--- src/rtl/wcac_pkg.sv ---
// Package for the 5x5 window convolution block: sizes, register codes and word types.
// Used by the front, queue, back and top files; depends on nothing.
package wcac_pkg;

    localparam int MAX_WIDTH_DEF   = 1024;
    localparam int KERNEL_SIZE     = 5;
    localparam int HALF            = KERNEL_SIZE / 2;
    localparam int COEF_BITS       = 12;
    localparam int FRAC_BITS       = 9;
    localparam int PIX_BITS        = 8;
    localparam int PIX_MAX         = 255;
    localparam int COEF_ROW_BITS   = KERNEL_SIZE * COEF_BITS;
    localparam int WIDTH_BITS      = 11;
    localparam int HEIGHT_BITS     = 12;
    localparam int CFG_INDEX_BITS  = 3;
    localparam int CFG_DATA_BITS   = COEF_ROW_BITS;
    localparam int FRAME_WIDTH_RST  = 1024;
    localparam int FRAME_HEIGHT_RST = 1024;
    localparam int LB_BITS         = (KERNEL_SIZE - 1) * PIX_BITS;
    localparam int QUEUE_DEPTH     = 4;
    localparam int Q_PTR_BITS      = $clog2(QUEUE_DEPTH);
    localparam int Q_CNT_BITS      = $clog2(QUEUE_DEPTH + 1);
    localparam int PROD_BITS       = PIX_BITS + 1 + COEF_BITS;
    localparam int ROW_SUM_BITS    = PROD_BITS + $clog2(KERNEL_SIZE);
    localparam int SUM_BITS        = ROW_SUM_BITS + $clog2(KERNEL_SIZE);

    typedef enum logic [CFG_INDEX_BITS-1:0] {
        REG_FRAME_WIDTH,
        REG_FRAME_HEIGHT,
        REG_COEF_ROW0,
        REG_COEF_ROW1,
        REG_COEF_ROW2,
        REG_COEF_ROW3,
        REG_COEF_ROW4
    } cfg_reg_t;

    typedef logic [COEF_ROW_BITS-1:0] coef_row_t;
    typedef coef_row_t [KERNEL_SIZE-1:0] coef_set_t;

    typedef struct packed {
        logic [PIX_BITS-1:0] pixel;
        logic                flush;
    } pix_word_t;

    typedef struct packed {
        logic [PIX_BITS-1:0] filtered;
        logic                frame_last;
    } res_word_t;

    typedef struct packed {
        logic [KERNEL_SIZE-1:0][PIX_BITS-1:0] pix;
        logic [KERNEL_SIZE-1:0]               row_ok;
        logic [KERNEL_SIZE-1:0]               col_ok;
        logic                                 emit;
        logic                                 last;
    } col_word_t;

endpackage

--- src/rtl/wcac_queue.sv ---
// Short queue of column words between the front and back parts.
// Depends on wcac_pkg.
module wcac_queue (
    input  logic                            clk,
    input  logic                            rst_n,
    input  logic                            push,
    input  wcac_pkg::col_word_t             push_word,
    input  logic                            pop,
    output logic                            head_valid,
    output wcac_pkg::col_word_t             head_word,
    output logic [wcac_pkg::Q_CNT_BITS-1:0] count
);
    import wcac_pkg::*;

    col_word_t               q_mem [QUEUE_DEPTH];
    logic [Q_PTR_BITS-1:0]   wr_ptr_reg, rd_ptr_reg;
    logic [Q_CNT_BITS-1:0]   count_reg;

    assign head_valid = count_reg != '0;
    assign head_word  = q_mem[rd_ptr_reg];
    assign count      = count_reg;

    always_ff @(posedge clk or negedge rst_n)
    begin
        if (!rst_n)
        begin
            wr_ptr_reg <= '0;
            rd_ptr_reg <= '0;
            count_reg  <= '0;
        end
        else
        begin
            if (push)
            begin
                wr_ptr_reg <= wr_ptr_reg + Q_PTR_BITS'(1);
            end
            if (pop)
            begin
                rd_ptr_reg <= rd_ptr_reg + Q_PTR_BITS'(1);
            end
            if (push && !pop)
            begin
                count_reg <= count_reg + Q_CNT_BITS'(1);
            end
            else if (pop && !push)
            begin
                count_reg <= count_reg - Q_CNT_BITS'(1);
            end
        end
    end

    always_ff @(posedge clk)
    begin
        if (push)
        begin
            q_mem[wr_ptr_reg] <= push_word;
        end
    end

    a_no_overflow: assert property (@(posedge clk) disable iff (!rst_n)
        push |-> (count_reg < Q_CNT_BITS'(QUEUE_DEPTH)) || pop)
        else $error("queue overflow");

    a_no_underflow: assert property (@(posedge clk) disable iff (!rst_n)
        pop |-> count_reg != '0)
        else $error("queue underflow");

endmodule

--- config.mk ---
export PLATFORM = sky130hd
export DESIGN_NAME = wcac_queue
export DESIGN_NICKNAME = d
export VERILOG_FILES = /design/src/rtl/wcac_pkg.sv /design/src/rtl/wcac_queue.sv
export SDC_FILE = /design/constraint.sdc
export NUM_CORES = 1
export LEC_CHECK = 0
export BUFFER_PORTS_ARGS = -buffer_cell sky130_fd_sc_hd__buf_4
export CORE_MARGIN = 1
export CORE_UTILIZATION = 40
export DETAILED_ROUTE_END_ITERATION = 10
export PLACE_DENSITY = 0.65
export SLEW_MARGIN = 5
export SYNTH_ARGS = -nofsm -noshare
export SYNTH_HDL_FRONTEND = slang
export SYNTH_SLANG_ARGS = --single-unit
--- constraint.sdc ---
create_clock -name clk -period 2.3 [get_ports clk]
set_input_delay 0.46 -clock clk [delete_from_list [all_inputs] [get_ports clk]]
set_output_delay 0.46 -clock clk [all_outputs]
set_load 0.03 [all_outputs]
==> results.toml <==
[clocking]
clk_root_buffer_cell = "sky130_fd_sc_hd__clkbuf_16"
clk_pin_slew_worst_paths_ns = 0.06
clock_tree_from_tritoncts = "built"
ctsLongestPathBuffers = 3
cts_max_level = 1
cts_num_sinks = 215
insertion_delay_ns = 0.49
cts_made_buffers = 23

[power_and_ir_drop]
worst_vdd_ir_uv = 889
powerDensity_nw_per_um2 = 1430
power.leakage_uw = 0.00355

[synth]
synth_cell_type_count = 18
synthFlopType = "sky130_fd_sc_hd__edfxtp_1"
synth_seq_area_share = 0.807
synth_area_leader_cell = "sky130_fd_sc_hd__edfxtp_1"
synth_enable_flop_cells = 208
mappedNetlistNets = 367
yosys-top-cells-area = "sky130_fd_sc_hd__edfxtp_1, sky130_fd_sc_hd__mux4_2, sky130_fd_sc_hd__dfrtp_1, sky130_fd_sc_hd__mux4_1, sky130_fd_sc_hd__buf_12"
yosys_warnings = 0
postSynthRegisterBits = 215
asyncSetResetFlopFracSynth = 0.0326
synth_largest_type_area_fraction = 0.785
top_count_cell_post_synth = "sky130_fd_sc_hd__edfxtp_1"
netlist_top_cells_count = "sky130_fd_sc_hd__edfxtp_1, sky130_fd_sc_hd__mux4_2, sky130_fd_sc_hd__dfrtp_1"
synthesis.area_per_instance_um2 = 26.1
post_synth_inst_count = 305
mapped_area_um2 = 7960

[route]
via_count = 3552
drt-pass1-iter-count = 4
post-route-drc-count = 0
initialDrtViolationCount = 138
drtAntennaViolNets = 0
wirelength_met1_mm = 5.99
routed-wl-met3_um = 838
route.met2.wl_mm = 7.25
route.final.wire_length_mm = 14.3
top_signal_layer_used = "met4"
route.detailed.wl_per_inst_um = 19.6
route.detailed.vias_per_inst = 4.87

[global_routing]
grt_antenna_before_repair = 1
globalRoute.totalOverflow = 0
grt_pass1_wl_mm = 21.9
via_count_of_the_first_global_routing_pass = 3936
largest_net_degree_at_the_start_of_global_routing = 53
grtUsageTotal = 0.144

[floorplanning]
die_w_um = 143
floorplan.io_pins = 112
num_rows = 51
core_area_um2 = 19500
chipHeight_um = 143
die-area_um2 = 20500
effective_utilization_at_floorplan = 0.409

[place]
placement.setup.worst_slack_ns = 0.348
dpl.hpwl_mm = 8.02
numPortBuffers = 111
place_congestion = 0.657

[critical_path]
rrSetupSlack_ns = 0.62
setup.worst_path.end_class = "output pin"
critPathMaxFanout = 7
timing.rr.start = "wr_ptr_reg[1]"
critPathRequiredTime_ns = 1.84
critPathLaunch = "rd_ptr_reg[0]"
worst-setup-path-type = "flop to output pin"
crit-reg2reg-capture = "q_mem[1][48]"
type_of_element_launching_the_critical_path = "flop"
r2r_cells = 4
worstPathArrival_ns = 1.92

[worst_hold_path]
worst_hold_startpoint = "push_word[41]"
min_delay_worst_endpoint = "q_mem[1][41]"
worst_hold_path.num_cells = 1
worst_hold_path_type = "input port to flop"

[timing]
final_max_slew_viol_count = 0
worst-slew-pin-transition_ns = 0.525
timing.final.crit_share = 1.04
final_hold_viol_count = 0
timing.clock.skew_ns = 0.0138
setup-tns-final_ns = -2.95
final_critical_path_setup_slack_ns = -0.0814
grt_setup_unrepaired = "true"
finalWorstPathRequiredPeriod_ns = 2.38
setup-violations-final = 52
whs_ns = 0.162
slew-limit-headroom = 0.650
max_freq_ghz = 0.420

[finish]
share_of_final_layout_standard_cells_stronger_than_drive_strength_1 = 0.469
finish.utilization = 0.526
syn_to_final_growth_pct = 28.6
number_of_flip_flops_under_the_largest_register_name = 208
final_nets = 509
fill_cells = 1563

[run_status]
status = "finished, violations left"
failed_checks = "negative setup slack"

[job]
max_cap_violations = 0
[worst max-delay path by stage]
stage / cells after the start / endpoint / slack, ns
after CTS: 4 / head_word[10] / -0.16
after global routing: 4 / head_word[18] / -0.14
after global placement: 3 / head_word[49] / 0.35
final: 4 / head_word[5] / -0.08
after floorplan: 3 / q_mem[0][0] / 0.03
after detailed placement: 3 / head_word[41] / 0.35
[critical path: stages (launching register included)]
cell and delay (ns):
sky130_fd_sc_hd__dfrtp_4 0.44, sky130_fd_sc_hd__buf_12 0.14, sky130_fd_sc_hd__clkbuf_16 0.17, sky130_fd_sc_hd__mux4_2 0.52
sky130_fd_sc_hd__buf_6 0.16
[metal layers]
layer | global-route usage | vias to the layer above
li1 | - | 1583
met1 | 0.181 | 1855
met2 | 0.247 | 91
met3 | 0.0366 | 23
met4 | 0.0390 | 0
met5 | 0 | -
[area by class of cell]
| type | instances | area [um2] | share of cell area |
|---|---|---|---|
| flip-flops and latches | 215 | 6430 | 0.628 |
| multi-input cells | 74 | 1370 | 0.134 |
| repair buffers | 129 | 1350 | 0.132 |
| clock buffers | 29 | 598 | 0.0585 |
| well taps | 265 | 332 | 0.0324 |
| clock inverters | 12 | 133 | 0.0130 |
| inverters | 4 | 15.0 | 0.00147 |
| diodes | 1 | 2.50 | 0.000245 |
[cell usage in the layout (no fill, tap or decap), types with 5 or more instances in the layout]
cell,instances
sky130_fd_sc_hd__buf_4,64
sky130_fd_sc_hd__mux4_2,52
sky130_fd_sc_hd__clkinv_1,5
sky130_fd_sc_hd__ha_1,5
sky130_fd_sc_hd__edfxtp_1,208
sky130_fd_sc_hd__buf_6,52
sky130_fd_sc_hd__buf_12,6
sky130_fd_sc_hd__clkbuf_16,26
sky130_fd_sc_hd__clkbuf_1,6
sky130_fd_sc_hd__dfrtp_1,5
[stage by stage]
stage	cell area, um2	total power (uW)	std cells
2_1_floorplan	7960	8790	305
3_3_place_gp	9140	10300	679
3_5_place_dp	9140	10400	679
4_1_cts	10100	14600	723
5_1_grt	10200	15300	728
6_report	10200	14600	729
[logic make-up (layout without fill, tap and decap cells)]
group / count (synthesis) / in the layout / share of synthesized area
mux: 53 / 53 / 0.150
flops: 215 / 215 / 0.807
buf+inv: 16 / 174 / 0.0197
other cells: 0 / 1 / 0
xor+xnor: 6 / 6 / 0.00660
simple gates: 8 / 8 / 0.00535
fa+ha+maj: 6 / 6 / 0.0104
compound gates: 1 / 1 / 0.000628
[power by group]
part	leakage (uW)	total [uW]	switching (uW)	internal [uW]
clock	0.000357	3550	1380	2170
combinational	0.00120	5720	3030	2700
sequential	0.00199	5330	198	5140
[repair_timing]
action,in CTS,in global routing
hold endpoints to repair,7,0
gates resized for setup,59,0
buffers inserted,1,2
gates cloned,1,3
endpoints found under the setup margin,52,52
hold buffers,1,0
No activity file was read; power rests on OpenSTA's default activity.
